File: src/rtl/value_to_rgb_colormap_top_defines.svh
// assertion macros for the colour map block
`ifndef VALUE_TO_RGB_COLORMAP_TOP_DEFINES_SVH
`define VALUE_TO_RGB_COLORMAP_TOP_DEFINES_SVH

`ifndef NO_ASSERTIONS
`define VMAP_ASSERT_IMP(name, clk, rst_n, pre, post, msg) \
  name: assert property (@(posedge clk) disable iff (!rst_n) (pre) |-> (post)) \
    else $error(msg);
`define VMAP_ASSERT_NXT(name, clk, rst_n, pre, post, msg) \
  name: assert property (@(posedge clk) disable iff (!rst_n) (pre) |=> (post)) \
    else $error(msg);
`else
`define VMAP_ASSERT_IMP(name, clk, rst_n, pre, post, msg)
`define VMAP_ASSERT_NXT(name, clk, rst_n, pre, post, msg)
`endif

`endif

File: src/rtl/vmap_pkg.sv
package vmap_pkg;

  localparam int SAMPLE_W   = 32;
  localparam int CFG_IDX_W  = 3;
  localparam int CFG_DATA_W = 64;
  localparam int PC_W       = 3;
  localparam int FIELD_W    = 16;
  localparam int FRAC_BITS  = 15;
  localparam int CH_COUNT   = 3;
  localparam int BYTE_W     = 8;
  localparam int MIX_W      = 31;
  localparam int Y_W        = 40;
  localparam int DIV2_STEPS = 8;

  localparam logic [CFG_IDX_W-1:0] REG_POINT_COUNT = 3'd0;
  localparam logic [CFG_IDX_W-1:0] REG_VALUE_MIN   = 3'd1;
  localparam logic [CFG_IDX_W-1:0] REG_VALUE_MAX   = 3'd2;
  localparam logic [CFG_IDX_W-1:0] REG_POINT_BASE  = 3'd3;

  localparam logic [PC_W-1:0]    PC_MIN  = 3'd2;
  localparam logic [FIELD_W-1:0] ONE_Q15 = 16'd32768;

  typedef logic [FIELD_W-1:0] field_t;
  typedef logic [CH_COUNT-1:0][FIELD_W-1:0] colour_t;
  typedef logic [CH_COUNT-1:0][MIX_W-1:0] mixv_t;
  typedef logic [CH_COUNT-1:0][BYTE_W-1:0] rgb_t;

  typedef struct packed {
    logic en;
    logic vld;
  } pipe_ctl_t;

endpackage

File: src/rtl/vmap_mix_div.sv
module vmap_mix_div (
  input  logic                clk,
  input  logic                rst_n,
  input  vmap_pkg::pipe_ctl_t ctl,
  input  vmap_pkg::mixv_t     mix,
  input  vmap_pkg::field_t    d,
  output logic                out_vld,
  output vmap_pkg::rgb_t      rgb
);

  localparam int STEPS = vmap_pkg::DIV2_STEPS;
  localparam int CH    = vmap_pkg::CH_COUNT;
  localparam int DDW   = 2 * vmap_pkg::FIELD_W;
  localparam int YW    = vmap_pkg::Y_W;

  logic [YW-1:0]               rem_r [STEPS+1][CH];
  logic [vmap_pkg::BYTE_W-1:0] q_r   [STEPS+1][CH];
  logic [DDW-1:0]              dd_r  [STEPS+1];
  logic                        v_r   [STEPS+1];

  logic [YW-1:0]               rem_nxt [STEPS+1][CH];
  logic [vmap_pkg::BYTE_W-1:0] q_nxt   [STEPS+1][CH];

  always_comb begin
    logic [YW-1:0] xw;
    logic [YW-1:0] trial;
    xw    = '0;
    trial = '0;
    // numerator 510*x + 32768*d, divisor 65536*d
    for (int c = 0; c < CH; c++) begin
      xw            = YW'(mix[c]);
      rem_nxt[0][c] = (xw << 9) - (xw << 1) + (YW'(d) << vmap_pkg::FRAC_BITS);
      q_nxt[0][c]   = '0;
    end
    // one quotient bit per stage, most significant first
    for (int j = 1; j <= STEPS; j++) begin
      trial = YW'(dd_r[j-1]) << (STEPS - j);
      for (int c = 0; c < CH; c++) begin
        if (rem_r[j-1][c] >= trial) begin
          rem_nxt[j][c] = rem_r[j-1][c] - trial;
          q_nxt[j][c]   = q_r[j-1][c] | (vmap_pkg::BYTE_W'(1) << (STEPS - j));
        end else begin
          rem_nxt[j][c] = rem_r[j-1][c];
          q_nxt[j][c]   = q_r[j-1][c];
        end
      end
    end
  end

  always_ff @(posedge clk) begin
    if (!rst_n) begin
      for (int j = 0; j <= STEPS; j++) v_r[j] <= 1'b0;
    end else if (ctl.en) begin
      v_r[0] <= ctl.vld;
      for (int j = 1; j <= STEPS; j++) v_r[j] <= v_r[j-1];
    end
  end

  always_ff @(posedge clk) begin
    if (ctl.en) begin
      dd_r[0] <= {d, {vmap_pkg::FIELD_W{1'b0}}};
      for (int j = 1; j <= STEPS; j++) dd_r[j] <= dd_r[j-1];
      for (int j = 0; j <= STEPS; j++) begin
        for (int c = 0; c < CH; c++) begin
          rem_r[j][c] <= rem_nxt[j][c];
          q_r[j][c]   <= q_nxt[j][c];
        end
      end
    end
  end

  assign out_vld = v_r[STEPS];

  always_comb begin
    for (int c = 0; c < CH; c++) rgb[c] = q_r[STEPS][c];
  end

endmodule

File: config.mk
export PLATFORM = sky130hd
export DESIGN_NAME = vmap_mix_div
export DESIGN_NICKNAME = d
export VERILOG_FILES = /design/src/rtl/value_to_rgb_colormap_top_defines.svh /design/src/rtl/vmap_pkg.sv /design/src/rtl/vmap_mix_div.sv
export SDC_FILE = /design/constraint.sdc
export NUM_CORES = 2
export LEC_CHECK = 0
export BUFFER_PORTS_ARGS = -buffer_cell sky130_fd_sc_hd__buf_2
export CORE_MARGIN = 5
export CORE_UTILIZATION = 50
export CTS_BUF_LIST = sky130_fd_sc_hd__clkbuf_4 sky130_fd_sc_hd__clkbuf_8
export DETAILED_ROUTE_END_ITERATION = 10
export GPL_TIMING_DRIVEN = 1
export PLACE_DENSITY = 0.65
export SLEW_MARGIN = 20
export SYNTH_ARGS = -nofsm -noshare
export SYNTH_HDL_FRONTEND = slang
export SYNTH_SLANG_ARGS = --single-unit
File: constraint.sdc
create_clock -name clk -period 4.1 [get_ports clk]
set_input_delay 0.205 -clock clk [delete_from_list [all_inputs] [get_ports clk]]
set_output_delay 0.205 -clock clk [all_outputs]
set_load 0.02 [all_outputs]
Word-level counts from Yosys, hierarchy flattened
Memories as Yosys holds them, arrays and structs flattened.
Cells that the tools add are included.

operators by class
  $add $sub $neg = 30
  $lt $le $gt $ge = 24
  multiplexer cells = 62
  bitwise operators = 9

operator list
  operator         count
  $mux 40          24
  $sub 40x32->40   6
  $add 40x31->40   3
  $ge 40x32->1     3
  $ge 40x33->1     3
  $ge 40x34->1     3
  $ge 40x35->1     3
  $ge 40x36->1     3
  $ge 40x37->1     3
  $ge 40x38->1     3
  $ge 40x39->1     3
  $sub 40x33->40   3
  $sub 40x34->40   3
  $sub 40x35->40   3
  $sub 40x36->40   3
  $sub 40x37->40   3
  $sub 40x38->40   3
  $sub 40x39->40   3
  $mux 8           3
  $mux 7           3
  $mux 6           3
  $mux 1           17
  $mux 5           3
  $mux 4           3
  other kinds (3)  15

storage, ports and cells
  flip-flop bits (word level) = 0
  memory bits (writable) = 1593
  input port bits = 113
  output and inout port bits = 25
  logic and storage cells = 129
  memories = 4

memories
  memory  depth  width  read ports  clocked after memory_dff  wr ports  RTL line            text
  rem_r   9      120    8           0                         9         vmap_mix_div.sv:16  logic [YW-1:0] rem_r [STEPS+1][CH];
  dd_r    9      32     8           0                         9         vmap_mix_div.sv:18  logic [DDW-1:0] dd_r [STEPS+1];
  q_r     9      24     9           0                         9         vmap_mix_div.sv:17  logic [vmap_pkg::BYTE_W-1:0] q_r [STEPS+1][CH];
  v_r     9      1      9           0                         9         vmap_mix_div.sv:19  logic v_r [STEPS+1];

Longest topological paths before layout
  depth in word-level cells = 4
  depth in mapped cells = 14
  mapped depth without buffers = 13

Worst setup path after synthesis
No wires, ideal clock.

  path type = reg2reg
  from = mem dd_r[0][17] (netlist name)
  to = mem rem_r[1][114] (netlist name) (data pin)
  setup time = 260 ps
  arrival = 2855 ps
  data required time = 3840 ps
  path slack = 985 ps
  cell stages (with the launch flop) = 13
  path buffers = 1
  period minus slack after synthesis = 3115 ps
  cell sequence = edfxtp_1 inv_1 ha_1 nor2b_1 o21ai_0 nand2b_1 a21o_1 a31o_2 a21o_1 a311oi_1 o31ai_2 buf_2 mux2_2

RTL lines
  what                RTL line
  start: declaration  vmap_mix_div.sv:18
  end: declaration    vmap_mix_div.sv:16

==> metrics.md <==
| Metric | Value |
|---|---|
| Status | completed |
| Vias/cell | 5.59 |
| PD cells | 643 nW/µm² |
| Worst-path cell chain | dlygate4sd3_1 -> buf_2 -> inv_1 -> fa_1 -> inv_1 -> ha_1 -> a21oi_1 -> o21a_1 -> o21ai_0 -> a31oi_1 -> o211ai_1 -> a21o_1 -> a311oi_1 -> o21ai_1 -> xnor2_1 -> dlygate4sd3_1 |
| Initial Util | 50.3% |
| Pwr Total | 47900 µW |
| Max-slew headroom | 29.3% |
| # nets final | 6807 |
| CTS Sinks | 1181 |
| Top FF cell, synth | edfxtp_1 |
| P_int | 31000 µW |
| Fillers | 11100 |
| Yosys warning count | 0 |
| Ys async rst share | 0% |
| Leakage | 0.0295 µW |
| Synth unique cells | 97 |
| First-pass GRT wire length | 259000 µm |
| Switch share | 35.4% |
| Yosys top cell by area | edfxtp_1 |
| H-Tree Depth | 4 |
| Worst-skew pair later-pin latency | 0.93 ns |
| Worst Hold End | rem_r[0][50]$_DFFE_PP_ |
| FF-to-FF End | rem_r[1][74]$_DFFE_PP_ |
| Die width | 374 µm |
| Clock transition at path regs | 0.06 ns |
| Mean Syn Cell Area | 11.6 µm² |
| Total GRT Usage | 24.0% |
| Final Critical Period | 3.95 ns |
| Critical path capture point type | flip-flop |
| Largest cells by area after synthesis | edfxtp_1, ha_1, xnor2_1 |
| IO Count | 138 |
| RSZ-0062 raised after global routing | no |
| Num CTS Buffers | 192 |
| Peak VDD IR | 0.000356 V |
| Deepest clock path buffer count | 3 |
| Skew final | 0.0521 ns |
| First DRT Iteration DRCs | 3442 |
| Post-Synthesis Cells | 5683 |
| DRC | 0 |
| Crit-path max FO | 6 |
| Fmax | 253 MHz |
| Hpwl dp | 134000 µm |
| Clock share of power | 21.2% |
| Max Cap Viol | 0 |
| Syn Nets | 6360 |
| Vias in the first global route | 44200 |
| Antenna Nets Post-Route | 0 |
| Startpoint Class | input pin |
| Final wirelength | 170000 µm |
| Final setup fails | 0 |
| Hold Crit Start | mix[40] |
| CTS tree | built |
| Gate power share | 38.5% |
| Syn-to-layout area delta | 12.7% |
| Die height | 374 µm |
| Critical Path Slowest Stage Cell | dlygate4sd3_1 |
| Critical R2R Launch | dd_r[0][24]$_DFFE_PP_ |
| Critical Path AT | 4.60 ns |
| Seq/Total Area, Yosys | 53.6% |
| Crit share post-route | 96.3% |
| Hold WC Path Type | input pin to flip-flop |
| Port buffer count | 137 |
| CP required | 4.75 ns |
| Total iterations of the first detailed-routing run | 6 |
| Worst Max-Slew Pin Slew | 1.05 ns |
| Net load switching power | 17000 µW |
| Root Buffer | clkbuf_8 |
| Critical path type | input pin to flip-flop |
| Vias | 44900 |
| Synthesized area | 66100 µm² |
| Post-place setup slack | 0.0491 ns |
| Reg power frac | 40.3% |
| Placer Congestion | 0.955 |
| Hold slack | 0.0825 ns |
| Yosys top cell area share | 53.6% |
| Routed length per instance | 21.1 µm |
| Synth Register Bits | 1181 |
| Largest net degree at the start of global routing | 109 |
| Die Footprint | 140000 µm² |
| Core Region | 131000 µm² |
| Number of synthesized flops with an enable pin | 1181 |
| Worst setup margin | 0.150 ns |
| R2R cell count | 10 |
| Share of layout cells above drive strength 1 | 10.6% |
| FF-to-FF setup slack | 0.25 ns |
| Slew Limit Fails | 0 |
| Std-Cell Rows | 133 |
| Slowest stage delay, CP | 0.56 ns |
| Initial antenna violation count | 1 |
| Final Hold Fails | 0 |
| Hold depth | 5 |
| GR Overflow Total | 0 |
## critical path, delay by kind of cell
kind / cells / cell delay [ns]
buf+inv: 5 / 1.65
compound gates: 8 / 1.80
fa+ha+maj: 2 / 0.79
xor+xnor: 1 / 0.15
## worst max-delay path by stage
| stage | start | to | slack (ns) | depth (start not counted) |
|---|---|---|---|---|
| 4_1_cts | dd_r[0][24]$_DFFE_PP_ | rem_r[1][74]$_DFFE_PP_ | 0.004 | 10 |
| 6_report | d[6] | rem_r[0][38]$_DFFE_PP_ | 0.15 | 16 |
| 2_1_floorplan | dd_r[0][17]$_DFFE_PP_ | rem_r[1][114]$_DFFE_PP_ | 0.99 | 12 |
| 3_5_place_dp | dd_r[0][24]$_DFFE_PP_ | rem_r[1][74]$_DFFE_PP_ | 0.05 | 10 |
| 3_3_place_gp | dd_r[0][24]$_DFFE_PP_ | rem_r[1][74]$_DFFE_PP_ | -0.39 | 10 |
| 5_1_grt | d[6] | rem_r[0][38]$_DFFE_PP_ | 0.02 | 16 |
## synthesized netlist by cell type, drive strengths merged, types with 60 or more instances
library cell  count
a21o            182
a21oi           408
clkbuf           70
edfxtp         1181
fa               69
ha              495
inv             468
mux2             62
nand2           357
nand2b           60
nand3            73
nand4            75
nor2            392
nor2b            81
nor3            114
nor4            111
o21a             78
o21ai           319
xnor2           248
xor2            166
## layout by cell type (no fill, tap or decap), drive strengths merged, types with 118 or more instances in the layout
| cell type | Yosys | layout |
|---|---|---|
| a21o | 182 | 182 |
| a21oi | 408 | 408 |
| buf | 22 | 227 |
| clkbuf | 70 | 254 |
| dlygate4sd3 | 0 | 118 |
| edfxtp | 1181 | 1181 |
| ha | 495 | 495 |
| inv | 468 | 476 |
| nand2 | 357 | 357 |
| nor2 | 392 | 392 |
| o21ai | 319 | 319 |
| xnor2 | 248 | 248 |
| xor2 | 166 | 166 |
## state kept, by name, indices dropped and copies added (netlist names)
name   count
dd_r     128
q_r      108
v_r        9
rem_r    936
## kinds of logic (layout without fill, tap and decap cells)
group | Yosys count | count (layout) | share of synthesized area [%]
simple gates | 1507 | 1507 | 11.6
flops | 1181 | 1181 | 53.6
compound gates | 1383 | 1383 | 13.4
buf+inv | 560 | 1150 | 3.21
xor+xnor | 414 | 414 | 5.48
fa+ha+maj | 564 | 564 | 11.5
other cells | 0 | 2 | 0
mux | 74 | 74 | 1.24
## through the flow
step | cells | util, % | TNS, ns | instance area, µm²
6_report | 8030 | 56.7 | 0 | 74500
2_1_floorplan | 5683 | - | 0 | 66100
3_5_place_dp | 7570 | 52.9 | 0 | 69500
5_1_grt | 8029 | 56.7 | 0 | 74500
3_3_place_gp | 7570 | 52.9 | -4.45 | 69500
4_1_cts | 8025 | 56.7 | 0 | 74500
## metal layers
layer  track usage (%)  up-vias  part of all wire (%)
met3              2.76      347                   3.6
met2              41.4     1181                    49
met1              30.1    21200                    42
met4              11.7        0                   5.2
li1                  -    22200                     -
met5                 0        -                     0
## layout make-up
cell class	instances	area, µm²	share of cell area, %
well taps	1755	2200	2.95
inverters	468	1760	2.36
flip-flops and latches	1181	35500	47.6
repair buffers	345	2700	3.63
multi-input cells	3942	28600	38.4
diodes	2	5.00	0.00672
clock buffers	254	3120	4.19
clock inverters	83	682	0.915
## repair_timing
| item | CTS | global route |
|---|---|---|
| setup endpoints to repair | 0 | 11 |
| endpoints found under the hold margin | 146 | 0 |
| buffers inserted | 0 | 3 |
| hold buffers | 118 | 0 |
| gates resized for setup | 0 | 1 |
## power by group through the flow
stage	sequential, µW	combinational, µW	clock, µW
2_1_floorplan	18600	13800	0
3_3_place_gp	19500	17900	0
3_5_place_dp	19500	18100	0
4_1_cts	19300	18300	10400
5_1_grt	19600	20600	11000
6_report	19300	18500	10200
Power figures use the tool's default switching activity.
