### src/rtl/value_to_rgb_colormap_top_defines.svh
// assertion macros for the colour map block
`ifndef VALUE_TO_RGB_COLORMAP_TOP_DEFINES_SVH
`define VALUE_TO_RGB_COLORMAP_TOP_DEFINES_SVH

`ifndef NO_ASSERTIONS
`define VMAP_ASSERT_IMP(name, clk, rst_n, pre, post, msg) \
  name: assert property (@(posedge clk) disable iff (!rst_n) (pre) |-> (post)) \
    else $error(msg);
`define VMAP_ASSERT_NXT(name, clk, rst_n, pre, post, msg) \
  name: assert property (@(posedge clk) disable iff (!rst_n) (pre) |=> (post)) \
    else $error(msg);
`else
`define VMAP_ASSERT_IMP(name, clk, rst_n, pre, post, msg)
`define VMAP_ASSERT_NXT(name, clk, rst_n, pre, post, msg)
`endif

`endif

### src/rtl/vmap_pkg.sv
package vmap_pkg;

  localparam int SAMPLE_W   = 32;
  localparam int CFG_IDX_W  = 3;
  localparam int CFG_DATA_W = 64;
  localparam int PC_W       = 3;
  localparam int FIELD_W    = 16;
  localparam int FRAC_BITS  = 15;
  localparam int CH_COUNT   = 3;
  localparam int BYTE_W     = 8;
  localparam int MIX_W      = 31;
  localparam int Y_W        = 40;
  localparam int DIV2_STEPS = 8;

  localparam logic [CFG_IDX_W-1:0] REG_POINT_COUNT = 3'd0;
  localparam logic [CFG_IDX_W-1:0] REG_VALUE_MIN   = 3'd1;
  localparam logic [CFG_IDX_W-1:0] REG_VALUE_MAX   = 3'd2;
  localparam logic [CFG_IDX_W-1:0] REG_POINT_BASE  = 3'd3;

  localparam logic [PC_W-1:0]    PC_MIN  = 3'd2;
  localparam logic [FIELD_W-1:0] ONE_Q15 = 16'd32768;

  typedef logic [FIELD_W-1:0] field_t;
  typedef logic [CH_COUNT-1:0][FIELD_W-1:0] colour_t;
  typedef logic [CH_COUNT-1:0][MIX_W-1:0] mixv_t;
  typedef logic [CH_COUNT-1:0][BYTE_W-1:0] rgb_t;

  typedef struct packed {
    logic en;
    logic vld;
  } pipe_ctl_t;

endpackage

### src/rtl/vmap_seg.sv
module vmap_seg #(
  parameter int MAX_POINTS = 5
) (
  input  logic                  clk,
  input  logic                  rst_n,
  input  vmap_pkg::pipe_ctl_t   ctl,
  input  vmap_pkg::field_t      frac,
  input  vmap_pkg::field_t      pos [MAX_POINTS],
  input  vmap_pkg::colour_t     col [MAX_POINTS],
  input  logic [$clog2(MAX_POINTS)-1:0] cnt_last,
  output logic                  out_vld,
  output vmap_pkg::mixv_t       mix,
  output vmap_pkg::field_t      d_out
);

  localparam int UW = $clog2(MAX_POINTS);
  localparam int PW = 2 * vmap_pkg::FIELD_W;

  // stage 1: segment search
  logic [UW-1:0]    up_nxt;
  logic [UW-1:0]    up1_r;
  vmap_pkg::field_t frac1_r;
  logic             v1_r;

  always_comb begin
    up_nxt = cnt_last;
    for (int i = MAX_POINTS - 1; i >= 0; i--) begin
      if ((UW'(i) < cnt_last) && (pos[i] >= frac)) up_nxt = UW'(i);
    end
  end

  // stage 2: weight numerator and denominator
  logic [UW-1:0]     lo_idx;
  vmap_pkg::field_t  pl;
  vmap_pkg::field_t  pu;
  vmap_pkg::field_t  nn;
  vmap_pkg::field_t  n_nxt;
  vmap_pkg::field_t  d_nxt;
  vmap_pkg::field_t  n2_r;
  vmap_pkg::field_t  d2_r;
  vmap_pkg::colour_t cl2_r;
  vmap_pkg::colour_t cu2_r;
  logic              v2_r;

  always_comb begin
    lo_idx = (up1_r == '0) ? '0 : up1_r - UW'(1);
    pl     = pos[lo_idx];
    pu     = pos[up1_r];
    nn     = (frac1_r > pl) ? frac1_r - pl : '0;
    if (up1_r == '0) begin
      n_nxt = '0;
      d_nxt = vmap_pkg::field_t'(1);
    end else if (pu <= pl) begin
      n_nxt = vmap_pkg::field_t'(1);
      d_nxt = vmap_pkg::field_t'(1);
    end else begin
      d_nxt = pu - pl;
      n_nxt = (nn > d_nxt) ? d_nxt : nn;
    end
  end

  // stage 3: weighted products
  logic [PW-1:0]    p1_r [vmap_pkg::CH_COUNT];
  logic [PW-1:0]    p2_r [vmap_pkg::CH_COUNT];
  vmap_pkg::field_t d3_r;
  logic             v3_r;
  vmap_pkg::field_t w;

  assign w = d2_r - n2_r;

  // stage 4: sum
  vmap_pkg::mixv_t  x4_r;
  vmap_pkg::field_t d4_r;
  logic             v4_r;

  always_ff @(posedge clk) begin
    if (!rst_n) begin
      v1_r <= 1'b0;
      v2_r <= 1'b0;
      v3_r <= 1'b0;
      v4_r <= 1'b0;
    end else if (ctl.en) begin
      v1_r <= ctl.vld;
      v2_r <= v1_r;
      v3_r <= v2_r;
      v4_r <= v3_r;
    end
  end

  always_ff @(posedge clk) begin
    if (ctl.en) begin
      up1_r   <= up_nxt;
      frac1_r <= frac;
      n2_r    <= n_nxt;
      d2_r    <= d_nxt;
      cl2_r   <= col[lo_idx];
      cu2_r   <= col[up1_r];
      d3_r    <= d2_r;
      d4_r    <= d3_r;
      for (int c = 0; c < vmap_pkg::CH_COUNT; c++) begin
        p1_r[c] <= PW'(w) * PW'(cl2_r[c]);
        p2_r[c] <= PW'(n2_r) * PW'(cu2_r[c]);
        x4_r[c] <= vmap_pkg::MIX_W'(p1_r[c] + p2_r[c]);
      end
    end
  end

  assign out_vld = v4_r;
  assign mix     = x4_r;
  assign d_out   = d4_r;

endmodule

### config.mk
export PLATFORM = sky130hd
export DESIGN_NAME = vmap_seg
export DESIGN_NICKNAME = d
export VERILOG_FILES = /design/src/rtl/value_to_rgb_colormap_top_defines.svh /design/src/rtl/vmap_pkg.sv /design/src/rtl/vmap_seg.sv
export SDC_FILE = /design/constraint.sdc
export NUM_CORES = 2
export LEC_CHECK = 0
export BUFFER_PORTS_ARGS = -buffer_cell sky130_fd_sc_hd__buf_4
export CAP_MARGIN = 25
export CORE_MARGIN = 2
export CORE_UTILIZATION = 50
export DETAILED_ROUTE_END_ITERATION = 10
export PLACE_DENSITY = 0.7
export REMOVE_ABC_BUFFERS = 1
export SLEW_MARGIN = 20
export SYNTH_ARGS = -nofsm -noshare
export SYNTH_HDL_FRONTEND = slang
export SYNTH_SLANG_ARGS = --single-unit
### constraint.sdc
create_clock -name clk -period 18.6 [get_ports clk]
set_input_delay 3.72 -clock clk [delete_from_list [all_inputs] [get_ports clk]]
set_output_delay 3.72 -clock clk [all_outputs]
set_load 0.005 [all_outputs]
# After elaboration in Yosys (flattened, before gate mapping)

Memory sizes are Yosys's and may differ from the RTL's.
Cells that the tools add are included.

Register bits: 276
RAM bits: 192
Bits of input ports: 343
Output and inout port bits: 110
Word-level logic and storage cells: 85
Memories: 2

Add/sub/neg operators: 7
Multipliers: 6
$lt $le $gt $ge: 15
Mux-type cells: 22
Bitwise gates (word level): 2
Reductions and logical operators: 9

Memories:

| name | depth | width | read ports | clocked after memory_dff | write ports | RTL line       | text |
|---|---|---|---|---|---|---|---|
| p1_r | 3     | 32    | 3          | 0                        | 3           | vmap_seg.sv:63 | `logic [PW-1:0] p1_r [vmap_pkg::CH_COUNT];` |
| p2_r | 3     | 32    | 3          | 0                        | 3           | vmap_seg.sv:64 | `logic [PW-1:0] p2_r [vmap_pkg::CH_COUNT];` |

Operators with widths:

| cell                                                      | number |
|---|---|
| binary-select mux 48 bit (select 3 bit)                   | 2 |
| multiplier 16 x 16 -> 32 bit                              | 6 |
| 2-to-1 mux 48 bit                                         | 4 |
| binary-select mux 16 bit (select 3 bit)                   | 2 |
| 2-to-1 mux 16 bit                                         | 6 |
| adder 31 bit                                              | 3 |
| greater-or-equal comparator 16 bit                        | 5 |
| subtractor 16 bit                                         | 3 |
| greater-than comparator 16 bit                            | 2 |
| less-or-equal comparator 16 bit                           | 1 |
| greater-or-equal comparator 4 bit, second input constant  | 2 |
| inverter 3 -> 4 bit                                       | 2 |
| less-than comparator 1 x 3 -> 1 bit, first input constant | 2 |
| less-than comparator 2 x 3 -> 1 bit, first input constant | 2 |
| 2-to-1 mux 3 bit                                          | 2 |
| logical AND 1 bit                                         | 5 |
| 2-to-1 mux 1 bit                                          | 4 |
| 2-to-1 mux 2 bit                                          | 2 |
| OR reduction 2 bit                                        | 2 |
| OR reduction 4 bit                                        | 1 |
| logical NOT 3 bit                                         | 1 |
| less-than comparator 3 bit, first input constant          | 1 |
| subtractor 3 x 1 -> 3 bit, second input constant          | 1 |

# Depth between registers and ports, before layout

Depth after elaboration: 11
Mapped depth: 36
Gate-level depth less buffers: 34

# Least setup slack after synthesis

OpenSTA, ideal clock, no wires.

Kind: reg-to-reg
Start point: register n2_r[1]
End point: memory p1_r[0][27] in the netlist's numbering (data pin)
Setup time: 0.258 ns
Data arrival time: 8.395 ns
Data required time: 18.342 ns
Slack: 9.947 ns
Stages on the path, launching flop included: 35
Path buffers: 4
Period minus slack after synthesis: 8.653 ns
Path through: edfxtp_1 clkbuf_1 clkbuf_1 inv_1 ha_1 nor2b_1 o31a_1 o31a_1 o41a_1 o21ai_0 nand2b_1 a21oi_1 xnor2_1 clkbuf_1 clkbuf_1 nand2_1 fa_1 fa_1 inv_1 fa_1 fa_1 fa_1 inv_1 fa_1 inv_1 ha_1 nand3_1 nor4_1 nor2_1 a311oi_1 and2_1 o221ai_1 o21ai_0 o22ai_1 xnor2_1

RTL lines:

| element                | RTL line       | text |
|---|---|---|
| from (decl)            | vmap_seg.sv:39 | `vmap_pkg::field_t n2_r;` |
| from (signal assigned) | vmap_seg.sv:94 | `n2_r <= n_nxt;` |
| to (decl)              | vmap_seg.sv:63 |  |

==> out/metrics.csv <==
stage;metric;value;unit
run_status;status;finished, final reports clean;
detailed_routing;route.detailed.drc;0;
clock_network;hold_buffers;0;
logic_synthesis;synth_enable_flop_cells;458;
detailed_routing;num_vias;60500;
critical_path;crit_family;adder cells;
sta;worstMarginPinSlew;1080;ps
clock_network;clock_latency;680;ps
clock_network;root_buffer;clkbuf_16;
floorplanning;design.core.area;156000;um2
logic_synthesis;syn_inst;8302;
detailed_routing;via_per_inst;5.68;
clock_network;cts_setup_buffers;0;
placement;dp.cells;10500;
finish;area_delta_synth_final;9.48;%
detailed_routing;detail_route.first_pass.iterations;7;
critical_path;startpoint;n2_r[1];
critical_path;worstSetupPathType;register to register;
sta;setup_violations;0;
logic_synthesis;synth_top_area_frac;0.297;
logic_synthesis;ys_types;87;
critical_path;cpMaxStageDelayCell;buf_4;
clock_network;clk_path_buf_depth;3;
critical_path;crit_path_max_fanout;50;
clock_network;cts-buffers-inserted;59;
detailed_routing;dr_wl_met3;21100;um
sta;setup_tns;0;ps
logic_synthesis;yosys_warnings;0;
sta;hold_violations;0;
placement;io_buffers;452;
global_route;antenna_found_initial;13;
sta;rsz0062_at_grt;false;
sta;fin_crit;9980;ps
detailed_routing;wl_met1;92400;um
global_route;grt_overflow_total;0;
logic_synthesis;muxShareOfSynthArea;0.0345;
floorplanning;die_x;400;um
finish;nNetsFinal;10900;
floorplanning;die-area;160000;um2
clock_network;cts_sinks;462;
sta;report.final.slew_viol_count;0;
finish;mostFrequentLayoutCells;inv_1 (1,450), fa_1 (1,163), nand2_1 (1,041), ha_1 (832), and2_1 (585);
sta;clock.fmax;0.100;GHz
detailed_routing;wl_met2;107000;um
clock_network;tritoncts;built;
placement;place_hpwl;177000;um
detailed_routing;wl_per_cell;21.8;um
detailed_routing;drt-initial-drc-count;4887;
critical_path;worst_setup_path_end_kind;register;
logic_synthesis;yosys.area.top_type;fa_1;
logic_synthesis;ys_seq_area_frac;0.176;
logic_synthesis;synth-seq-cells;462;
floorplanning;die_h;400;um
clock_network;path_clk_slew;60;ps
logic_synthesis;synthTopCellsByArea;fa_1 (30%), edfxtp_1 (18%), ha_1 (13%);
critical_path;rr_startpoint;n2_r[1];
logic_synthesis;netlist_area;78500;um2
critical_path;crit_top_cell;fa_1;
finish;final_area;85900;um2
sta;clock_skew;19.0;ps
floorplanning;ios;453;
floorplanning;initial_utilization;0.503;
sta;maxSlewHeadroom;0.280;
clock_network;htree_levels;2;
sta;finalCritPeriodShare;0.536;
critical_path;max_stage_delay;570;ps
logic_synthesis;synth-main-ff-cell;edfxtp_1;
global_route;grt_pass1_wl;364000;um
placement;place_congestion;0.931;
finish;final_cells;10600;
logic_synthesis;synth_compound_area_frac;0.0938;
detailed_routing;drtAntennaViolNets;0;
hold_path;hold_start;d3_r[13];
global_route;grt_max_degree;153;
logic_synthesis;synthAdderAreaFrac;0.430;
hold_path;hold_class;register to register;
global_route;grt_use_total;0.295;
critical_path;critPathLaunchType;register;
detailed_routing;drt-total-wl;232000;um
detailed_routing;routed.top_layer;met5;
run;drv_cap;0;
logic_synthesis;yosys.area_share.xor_xnor;0.0322;
logic_synthesis;synthArstFlopShare;0;
critical_path;arrival;10380;ps
global_route;grt_pass1_vias;64300;
logic_synthesis;synthSimpleGateAreaFrac;0.146;
logic_synthesis;syn_avg_cell_area;9.45;um2
critical_path;crit_required;19010;ps
clock_network;cts_resized;0;
critical_path;path_buf_inv;6;
finish;final_common_cell;inv_1;
sta;hold_ws;415;ps
logic_synthesis;synth_top_family_by_area;adder cells;
floorplanning;rows;145;
finish;drive_above_1_share;0.0879;
placement;placed_area;83800;um2
through the flow:
step / util / setup slack, ps
2_1_floorplan: - / 4670
6_report: 0.551 / 8620
3_5_place_dp: 0.537 / 8840
3_3_place_gp: 0.537 / 9060
5_1_grt: 0.551 / 8000
4_1_cts: 0.550 / 8720
flip-flops by register name (all words and copies together) (netlist names):
signal,cells
d3_r,16
out_vld,1
v2_r,1
d_out,16
v1_r,1
d2_r,16
p2_r,93
cu2_r,48
mix,93
up1_r,3
p1_r,93
frac1_r,16
n2_r,16
v3_r,1
cl2_r,48
kinds of logic after synthesis:
family,after synthesis
simple gates,2347
compound gates,1134
flops,462
buf+inv,1825
mux,247
xor+xnor,288
fa+ha+maj,1999
metal layers:
metal,vias up,global-route usage
met1,30300,0.382
met4,4,0.131
li1,27200,-
met2,2624,0.477
met3,463,0.0642
met5,-,0
path summary, 6_finish.rpt:
check / to / slack (ps) / cells after the start
max: p1_r[0][94] / 8620 / 32
min: d_out[13] / 410 / 0
max reg2reg: p1_r[0][94] / 8620 / 32
min reg2reg: d_out[13] / 410 / 0
area by class of cell:
| cell class | instances | area, um2 |
|---|---|---|
| well taps | 2058 | 2570 |
| diodes | 16 | 40.0 |
| multi-input cells | 6015 | 58000 |
| clock inverters | 45 | 455 |
| fillers | 13800 | 70100 |
| repair buffers | 532 | 4060 |
| inverters | 1451 | 5450 |
| clock buffers | 66 | 1550 |
| flip-flops and latches | 462 | 13800 |
cells in the mapped netlist, types with 16 or more instances:
library cell and number:
ha_1 835, nand4_1 18, and2_1 585, a211oi_1 43, o21bai_1 36, or3_1 65
nand2b_1 108, mux2i_1 204, nand2_1 1042, a31oi_1 23, o22ai_1 70, a21oi_1 332
nor2_1 246, mux4_2 16, nand3_1 45, inv_1 1450, clkbuf_1 342, mux2_2 27
xnor2_1 218, a21o_1 130, o211ai_1 63, nor3_1 33, buf_1 18, fa_1 1164
edfxtp_1 458, a211o_1 16, o2bb2ai_1 49, o21a_1 53, nor2b_1 111, or2_2 33
o21ai_0 186, and3_1 23, xor2_1 69
Power is left out: the tool's default activity adds up to more than one toggle a clock period on the data nets, which glitch-free logic cannot reach.
