$ cat src/rtl/value_to_rgb_colormap_top_defines.svh
// assertion macros for the colour map block
`ifndef VALUE_TO_RGB_COLORMAP_TOP_DEFINES_SVH
`define VALUE_TO_RGB_COLORMAP_TOP_DEFINES_SVH

`ifndef NO_ASSERTIONS
`define VMAP_ASSERT_IMP(name, clk, rst_n, pre, post, msg) \
  name: assert property (@(posedge clk) disable iff (!rst_n) (pre) |-> (post)) \
    else $error(msg);
`define VMAP_ASSERT_NXT(name, clk, rst_n, pre, post, msg) \
  name: assert property (@(posedge clk) disable iff (!rst_n) (pre) |=> (post)) \
    else $error(msg);
`else
`define VMAP_ASSERT_IMP(name, clk, rst_n, pre, post, msg)
`define VMAP_ASSERT_NXT(name, clk, rst_n, pre, post, msg)
`endif

`endif

$ cat src/rtl/vmap_pkg.sv
package vmap_pkg;

  localparam int SAMPLE_W   = 32;
  localparam int CFG_IDX_W  = 3;
  localparam int CFG_DATA_W = 64;
  localparam int PC_W       = 3;
  localparam int FIELD_W    = 16;
  localparam int FRAC_BITS  = 15;
  localparam int CH_COUNT   = 3;
  localparam int BYTE_W     = 8;
  localparam int MIX_W      = 31;
  localparam int Y_W        = 40;
  localparam int DIV2_STEPS = 8;

  localparam logic [CFG_IDX_W-1:0] REG_POINT_COUNT = 3'd0;
  localparam logic [CFG_IDX_W-1:0] REG_VALUE_MIN   = 3'd1;
  localparam logic [CFG_IDX_W-1:0] REG_VALUE_MAX   = 3'd2;
  localparam logic [CFG_IDX_W-1:0] REG_POINT_BASE  = 3'd3;

  localparam logic [PC_W-1:0]    PC_MIN  = 3'd2;
  localparam logic [FIELD_W-1:0] ONE_Q15 = 16'd32768;

  typedef logic [FIELD_W-1:0] field_t;
  typedef logic [CH_COUNT-1:0][FIELD_W-1:0] colour_t;
  typedef logic [CH_COUNT-1:0][MIX_W-1:0] mixv_t;
  typedef logic [CH_COUNT-1:0][BYTE_W-1:0] rgb_t;

  typedef struct packed {
    logic en;
    logic vld;
  } pipe_ctl_t;

endpackage

$ cat src/rtl/vmap_norm.sv
module vmap_norm #(
  parameter int VB = 32
) (
  input  logic                     clk,
  input  logic                     rst_n,
  input  vmap_pkg::pipe_ctl_t      ctl,
  input  logic [VB-1:0]            sample,
  input  logic [VB-1:0]            lo,
  input  logic [VB-1:0]            hi,
  output logic                     out_vld,
  output vmap_pkg::field_t         frac
);

  localparam int STEPS = vmap_pkg::FRAC_BITS;

  logic [VB-1:0] s_r;
  logic          sv_r;

  logic [VB-1:0]                  rem_r [STEPS+1];
  logic [VB-1:0]                  dv_r  [STEPS+1];
  logic [vmap_pkg::FRAC_BITS-1:0] q_r   [STEPS+1];
  logic                           byp_r [STEPS+1];
  vmap_pkg::field_t               bv_r  [STEPS+1];
  logic                           v_r   [STEPS+1];

  logic [VB-1:0]                  rem_nxt [STEPS+1];
  logic [vmap_pkg::FRAC_BITS-1:0] q_nxt   [STEPS+1];
  logic                           byp_nxt;
  vmap_pkg::field_t               bv_nxt;

  // edge cases
  always_comb begin
    byp_nxt = 1'b1;
    bv_nxt  = '0;
    if (hi <= lo) begin
      bv_nxt = (s_r > lo) ? vmap_pkg::ONE_Q15 : '0;
    end else if (s_r <= lo) begin
      bv_nxt = '0;
    end else if (s_r >= hi) begin
      bv_nxt = vmap_pkg::ONE_Q15;
    end else begin
      byp_nxt = 1'b0;
    end
  end

  // operand set-up, then one restoring quotient bit per stage
  always_comb begin
    logic [VB:0] r2;
    r2 = '0;
    rem_nxt[0] = s_r - lo;
    q_nxt[0]   = '0;
    for (int j = 1; j <= STEPS; j++) begin
      r2 = {rem_r[j-1], 1'b0};
      if (r2 >= {1'b0, dv_r[j-1]}) begin
        rem_nxt[j] = VB'(r2 - {1'b0, dv_r[j-1]});
        q_nxt[j]   = {q_r[j-1][vmap_pkg::FRAC_BITS-2:0], 1'b1};
      end else begin
        rem_nxt[j] = r2[VB-1:0];
        q_nxt[j]   = {q_r[j-1][vmap_pkg::FRAC_BITS-2:0], 1'b0};
      end
    end
  end

  always_ff @(posedge clk) begin
    if (!rst_n) begin
      sv_r <= 1'b0;
      for (int j = 0; j <= STEPS; j++) v_r[j] <= 1'b0;
    end else if (ctl.en) begin
      sv_r   <= ctl.vld;
      v_r[0] <= sv_r;
      for (int j = 1; j <= STEPS; j++) v_r[j] <= v_r[j-1];
    end
  end

  always_ff @(posedge clk) begin
    if (ctl.en) begin
      s_r      <= sample;
      rem_r[0] <= rem_nxt[0];
      dv_r[0]  <= hi - lo;
      q_r[0]   <= q_nxt[0];
      byp_r[0] <= byp_nxt;
      bv_r[0]  <= bv_nxt;
      for (int j = 1; j <= STEPS; j++) begin
        rem_r[j] <= rem_nxt[j];
        dv_r[j]  <= dv_r[j-1];
        q_r[j]   <= q_nxt[j];
        byp_r[j] <= byp_r[j-1];
        bv_r[j]  <= bv_r[j-1];
      end
    end
  end

  assign out_vld = v_r[STEPS];
  assign frac    = byp_r[STEPS] ? bv_r[STEPS] : {1'b0, q_r[STEPS]};

endmodule

$ cat config.mk
export PLATFORM = sky130hd
export DESIGN_NAME = vmap_norm
export DESIGN_NICKNAME = d
export VERILOG_FILES = /design/src/rtl/value_to_rgb_colormap_top_defines.svh /design/src/rtl/vmap_pkg.sv /design/src/rtl/vmap_norm.sv
export SDC_FILE = /design/constraint.sdc
export NUM_CORES = 2
export LEC_CHECK = 0
export BUFFER_PORTS_ARGS = -buffer_cell sky130_fd_sc_hd__buf_2
export CORE_MARGIN = 4
export CORE_UTILIZATION = 40
export CTS_BUF_LIST = sky130_fd_sc_hd__clkbuf_4 sky130_fd_sc_hd__clkbuf_8 sky130_fd_sc_hd__clkbuf_16
export CTS_CLUSTER_DIAMETER = 80
export DETAILED_ROUTE_END_ITERATION = 10
export GPL_TIMING_DRIVEN = 1
export PLACE_DENSITY = 0.62
export SETUP_SLACK_MARGIN = 0.4
export SLEW_MARGIN = 15
export SYNTH_ARGS = -nofsm -noshare
export SYNTH_HDL_FRONTEND = slang
export SYNTH_SLANG_ARGS = --single-unit
$ cat constraint.sdc
create_clock -name clk -period 4.9 [get_ports clk]
set_input_delay 0.735 -clock clk [delete_from_list [all_inputs] [get_ports clk]]
set_output_delay 0.735 -clock clk [all_outputs]
set_load 0.02 [all_outputs]
== Word level (Yosys, flattened, before mapping) ==
Memories as Yosys holds them, arrays and structs flattened.
Index checks and enable logic that the tools add are counted.
Operators by class
  $add $sub $neg: 17
  $lt $le $gt $ge: 19
  mux-type cells: 59
  bitwise operators: 16
Operators with widths (count)
  $sub 32x32->32: 17
  $ge 33x32->1: 15
  $mux 32: 15
  $mux 16: 5
  $le 32x32->1: 2
  $mux 1: 39
  $ge 32x32->1: 1
  $gt 32x32->1: 1
  $or 1x1->1: 16
Storage, ports and cells
  bits in registers: 33
  memory bits (writable): 1552
  input port bits: 100
  output and inout bits: 17
  word-level logic and storage cells: 119
  memories: 6
Memory list
  dv_r: words 16, width 32, read ports 15, clocked after memory_dff 0, write ports 16, line vmap_norm.sv:20  | logic [VB-1:0] dv_r [STEPS+1];
  rem_r: words 16, width 32, read ports 15, clocked after memory_dff 0, write ports 16, line vmap_norm.sv:19  | logic [VB-1:0] rem_r [STEPS+1];
  bv_r: words 16, width 16, read ports 16, clocked after memory_dff 0, write ports 16, line vmap_norm.sv:23  | vmap_pkg::field_t bv_r [STEPS+1];
  q_r: words 16, width 15, read ports 16, clocked after memory_dff 0, write ports 16, line vmap_norm.sv:21  | logic [vmap_pkg::FRAC_BITS-1:0] q_r [STEPS+1];
  byp_r: words 16, width 1, read ports 16, clocked after memory_dff 0, write ports 16, line vmap_norm.sv:22  | logic byp_r [STEPS+1];
  v_r: words 16, width 1, read ports 16, clocked after memory_dff 0, write ports 16, line vmap_norm.sv:24  | logic v_r [STEPS+1];

== Depth between registers and ports, before layout ==
  depth in word-level cells: 4
  depth in mapped cells: 15
  depth with buffers taken out: 13

== Worst setup path after synthesis ==
OpenSTA, ideal clock, no wires.
  path kind: input to register
  start point: in lo[14]
  end point: mem rem_r[0][31], data pin
  setup time: 264 ps
  arrival time: 3205 ps
  required time: 4636 ps
  path slack: 1431 ps
  stages on the path: 12
  buffers on the path: 0
  cell sequence: inv_1 -> ha_1 -> a21o_1 -> a21o_1 -> a2111oi_0 -> a21oi_1 -> and2_1 -> or3_1 -> o211ai_1 -> a21boi_0 -> a221oi_1 -> xnor2_1
RTL lines
  from (decl): line vmap_norm.sv:8  | input logic [VB-1:0] lo,
  to (decl): line vmap_norm.sv:19

==> metrics.txt <==
# TYPE chip_impl_metric gauge
chip_impl_info{name="run_status",value="completed"} 1
chip_impl_metric{name="numPlacedInstances",unit=""} 8677
chip_impl_info{name="cpMaxStageDelayCell",value="sky130_fd_sc_hd__a2111oi_0"} 1
chip_impl_metric{name="min_delay_path_depth",unit=""} 1
chip_impl_metric{name="report.final.slew_viol_count",unit=""} 0
chip_impl_metric{name="wire_per_inst",unit="um"} 17.25
chip_impl_metric{name="detail_route.first_pass.iterations",unit=""} 6
chip_impl_metric{name="dp.final_hpwl",unit="um"} 118900
chip_impl_metric{name="maxClockFrequency",unit="MHz"} 228.4
chip_impl_metric{name="ctsResizeCount",unit=""} 0
chip_impl_metric{name="grt_overflow_total",unit=""} 0
chip_impl_metric{name="synth.cell_area",unit="um^2"} 68980
chip_impl_metric{name="synth_largest_type_area_fraction",unit="%"} 50.45
chip_impl_info{name="worst_r2r_startpoint",value="rem_r[0][99]"} 1
chip_impl_metric{name="final_min_period_over_clock_period",unit="%"} 89.33
chip_impl_info{name="cts_tree",value="yes"} 1
chip_impl_metric{name="synth_sequential_area_ratio",unit="%"} 50.51
chip_impl_metric{name="cts_made_buffers",unit=""} 140
chip_impl_metric{name="power_density",unit="nW/um^2"} 652.4
chip_impl_metric{name="cp_max_fo",unit=""} 12
chip_impl_metric{name="grt_antenna_before_repair",unit=""} 1
chip_impl_metric{name="maxCapViolCount",unit=""} 0
chip_impl_metric{name="final.setup_skew",unit="ns"} 0.03037
chip_impl_info{name="reg_to_reg_endpoint",value="rem_r[0][149]"} 1
chip_impl_metric{name="finalPower",unit="mW"} 50.41
chip_impl_info{name="timing.critical_path.to_type",value="register"} 1
chip_impl_metric{name="stdcell_count",unit=""} 8928
chip_impl_metric{name="average_vias_per_placed_instance",unit=""} 5.232
chip_impl_metric{name="hold_viol_final",unit=""} 0
chip_impl_info{name="start_kind",value="register"} 1
chip_impl_metric{name="antenna_left",unit=""} 0
chip_impl_metric{name="setup_tns",unit="ns"} 0
chip_impl_info{name="netlist_top_cells_area",value="sky130_fd_sc_hd__edfxtp_1 (50%), sky130_fd_sc_hd__ha_1 (10%), sky130_fd_sc_hd__inv_1 (3.8%), sky130_fd_sc_hd__a21oi_1 (3.6%), sky130_fd_sc_hd__xnor2_1 (3.1%)"} 1
chip_impl_metric{name="initial_core_util",unit="%"} 40.21
chip_impl_metric{name="cts-root-to-sink-buffers",unit=""} 3
chip_impl_metric{name="relSlewSlack",unit="%"} 29.58
chip_impl_info{name="ys_top_cells_by_count",value="sky130_fd_sc_hd__edfxtp_1 (1,159), sky130_fd_sc_hd__inv_1 (695), sky130_fd_sc_hd__ha_1 (575)"} 1
chip_impl_metric{name="die-area",unit="um^2"} 179200
chip_impl_metric{name="yosysUniqueCellTypes",unit=""} 93
chip_impl_info{name="top_count_cell_post_synth",value="sky130_fd_sc_hd__edfxtp_1"} 1
chip_impl_metric{name="post_synth_edffs",unit=""} 1159
chip_impl_metric{name="worst_pin_slew",unit="ns"} 1.030
chip_impl_metric{name="row_count",unit=""} 152
chip_impl_info{name="timing_worst_setup_path_type",value="register to register"} 1
chip_impl_metric{name="first_global_vias",unit=""} 48770
chip_impl_metric{name="gp_routability_congestion",unit=""} 0.9248
chip_impl_metric{name="die-width",unit="um"} 423.3
chip_impl_info{name="timing.hold.worst.class",value="input port to register"} 1
chip_impl_metric{name="synth_fp_nets",unit=""} 6996
chip_impl_metric{name="synth-async-reset-ratio",unit="%"} 0
chip_impl_metric{name="worstRegToRegCells",unit=""} 11
chip_impl_metric{name="detail_route.drc_violations",unit=""} 0
chip_impl_metric{name="h_tree_level_count",unit=""} 4
chip_impl_metric{name="critical_path_arrival",unit="ns"} 4.88
chip_impl_metric{name="setup_viol_count_final",unit=""} 0
chip_impl_metric{name="route.final.wire_length",unit="um"} 154000
chip_impl_metric{name="post-route-min-period",unit="ns"} 4.377
chip_impl_metric{name="grt_first_pass_wirelength",unit="um"} 246100
chip_impl_metric{name="yosysWarningCount",unit=""} 0
chip_impl_metric{name="die_h",unit="um"} 423.3
chip_impl_metric{name="cp.required",unit="ns"} 5.40
chip_impl_info{name="start_point_of_the_worst_min_delay_path",value="sample[12]"} 1
chip_impl_metric{name="fp.coreArea",unit="um^2"} 171500
chip_impl_info{name="rsz0062_at_grt",value="false"} 1
chip_impl_metric{name="drive_gt1_share",unit="%"} 9.368
chip_impl_metric{name="clock_sink_count",unit=""} 1161
chip_impl_info{name="clk_root_buffer_cell",value="sky130_fd_sc_hd__clkbuf_16"} 1
chip_impl_metric{name="1st_iter_drt_viols",unit=""} 2264
chip_impl_metric{name="final_net_count",unit=""} 7201
chip_impl_metric{name="design_area",unit="um^2"} 77270
chip_impl_metric{name="buffer_ports.inserted",unit=""} 116
chip_impl_metric{name="ys_ff_latch",unit=""} 1161
chip_impl_info{name="synth_area_leader",value="sky130_fd_sc_hd__edfxtp_1"} 1
chip_impl_metric{name="grt_max_degree",unit=""} 137
chip_impl_info{name="timing.critical_path.cells",value="ha_1 > nand3_1 > o21bai_1 > a31oi_1 > buf_4 > a2111oi_0 > nor2_1 > o21a_1 > a31o_2 > a41oi_4 > mux2_2"} 1
chip_impl_metric{name="reg2reg_setup_slack",unit="ns"} 0.52
chip_impl_metric{name="post-cts-setup-buffer-count",unit=""} 0
chip_impl_info{name="hold_path_end",value="s_r[12]"} 1
chip_impl_metric{name="syn_inst",unit=""} 6305
chip_impl_metric{name="placement.cell_area",unit="um^2"} 72710
chip_impl_metric{name="clk_pin_slew_worst_paths",unit="ns"} 0.06
chip_impl_metric{name="insertion_delay",unit="ns"} 0.78
chip_impl_metric{name="placement.setup.worst_slack",unit="ns"} 0.5025
chip_impl_metric{name="vdd.ir_drop.worst",unit="mV"} 0.4229
chip_impl_metric{name="final_critical_path_setup_slack",unit="ns"} 0.5226
chip_impl_metric{name="holdBufCountCts",unit=""} 0
chip_impl_metric{name="grt_util_all_layers",unit="%"} 17.00
chip_impl_metric{name="n_antenna_cell",unit=""} 0
chip_impl_metric{name="syn_area_per_cell",unit="um^2"} 10.94
chip_impl_info{name="synth_flop_cell",value="sky130_fd_sc_hd__edfxtp_1"} 1
chip_impl_metric{name="via_count",unit=""} 46710
chip_impl_metric{name="syn2layout_area_growth",unit="%"} 12.01
chip_impl_metric{name="cellLeakagePower",unit="nW"} 32.06
chip_impl_metric{name="io_pins",unit=""} 117
chip_impl_metric{name="critical_path.max_stage_delay",unit="ns"} 0.67
-- kinds of logic (layout without fill, tap and decap cells) --
group	count (synthesis)	after routing	synth area share (%)
adders and majority gates	591	591	10.89
xor gates and xnor gates	421	421	5.345
AOI/OAI and AO/OA	1687	1688	15.51
and+or+nand+nor	1425	1425	9.925
buffers and inverters	836	1148	4.690
muxes	184	184	3.125
DFF	1161	1161	50.51
-- worst max-delay path by stage --
| stage | startpoint | end | slack, ns | cells after the start |
|---|---|---|---|---|
| after floorplan | lo[14] | rem_r[0][31] | 1.43 | 12 |
| after global placement | rem_r[0][99] | rem_r[0][130] | 0.57 | 12 |
| after detailed placement | rem_r[0][99] | rem_r[0][131] | 0.50 | 12 |
| after CTS | rem_r[0][99] | rem_r[0][149] | 0.49 | 11 |
| after global routing | rem_r[0][99] | rem_r[0][138] | 0.46 | 12 |
| final | rem_r[0][99] | rem_r[0][149] | 0.52 | 11 |
-- stage by stage --
step           hold WS (ns)  utilization (%)
2_1_floorplan        0.4003                -
3_3_place_gp         0.4012            42.39
3_5_place_dp         0.4045            42.39
4_1_cts             0.05771            45.03
5_1_grt             0.06887            45.04
6_report             0.1307            45.04
-- state kept, by name, summed over array words and instances (netlist names) --
signal and cells:
bv_r 16, s_r 32, v_r 16, dv_r 480
sv_r 1, q_r 120, rem_r 480, byp_r 16
-- power by group --
| group | internal (mW) | leakage [nW] | switching [mW] | total [mW] |
|---|---|---|---|---|
| combinational | 10.5 | 18.4 | 13.4 | 23.9 |
| clock | 5.95 | 2.24 | 4.16 | 10.1 |
| sequential | 15.0 | 11.4 | 1.40 | 16.4 |
| total | 31.5 | 32.1 | 19.0 | 50.4 |
-- critical path, delay by kind of cell, from the launching register on --
family / cells / cell delay, ns
AND/OR/NAND/NOR: 2 / 0.52
AO/OA/AOI/OAI: 6 / 2.22
flip-flops: 1 / 0.40
buffers and inverters: 1 / 0.19
adder cells (fa/ha/maj): 1 / 0.39
multiplexers: 1 / 0.39
-- per-layer routing --
metal	vias to the layer above	routed length (um)	global-route usage, %
met3	410	4143	2.405
met4	0	10090	10.44
met5	-	0	0
li1	23480	-	-
met1	21960	55540	16.46
met2	858	84220	33.50
-- cells in the final DEF, fill, tap and decap left out, types with 53 or more instances in the layout --
master and count:
sky130_fd_sc_hd__nor2b_1 96, sky130_fd_sc_hd__inv_1 695, sky130_fd_sc_hd__ha_1 575, sky130_fd_sc_hd__buf_4 73, sky130_fd_sc_hd__a21oi_1 494, sky130_fd_sc_hd__and3_1 55, sky130_fd_sc_hd__a21o_1 229, sky130_fd_sc_hd__clkbuf_16 141
sky130_fd_sc_hd__nor3_1 84, sky130_fd_sc_hd__o21ai_0 406, sky130_fd_sc_hd__mux2_2 115, sky130_fd_sc_hd__buf_2 115, sky130_fd_sc_hd__nor2_1 316, sky130_fd_sc_hd__xnor2_1 248, sky130_fd_sc_hd__xor2_1 173, sky130_fd_sc_hd__nand4_1 79
sky130_fd_sc_hd__nand2_1 464, sky130_fd_sc_hd__o21a_1 73, sky130_fd_sc_hd__edfxtp_1 1159, sky130_fd_sc_hd__nand3_1 100, sky130_fd_sc_hd__o21bai_1 58, sky130_fd_sc_hd__a31oi_1 53, sky130_fd_sc_hd__nand2b_1 84
-- final cells by class --
cell class,count,area [um^2]
fillers,15800,94280
flip-flops and latches,1161,34840
multi-input cells,4309,30980
clock buffers,167,3724
well taps,2310,2890
inverters,696,2613
repair buffers,202,1399
clock inverters,83,818.3
No activity file was read; power rests on OpenSTA's default activity.
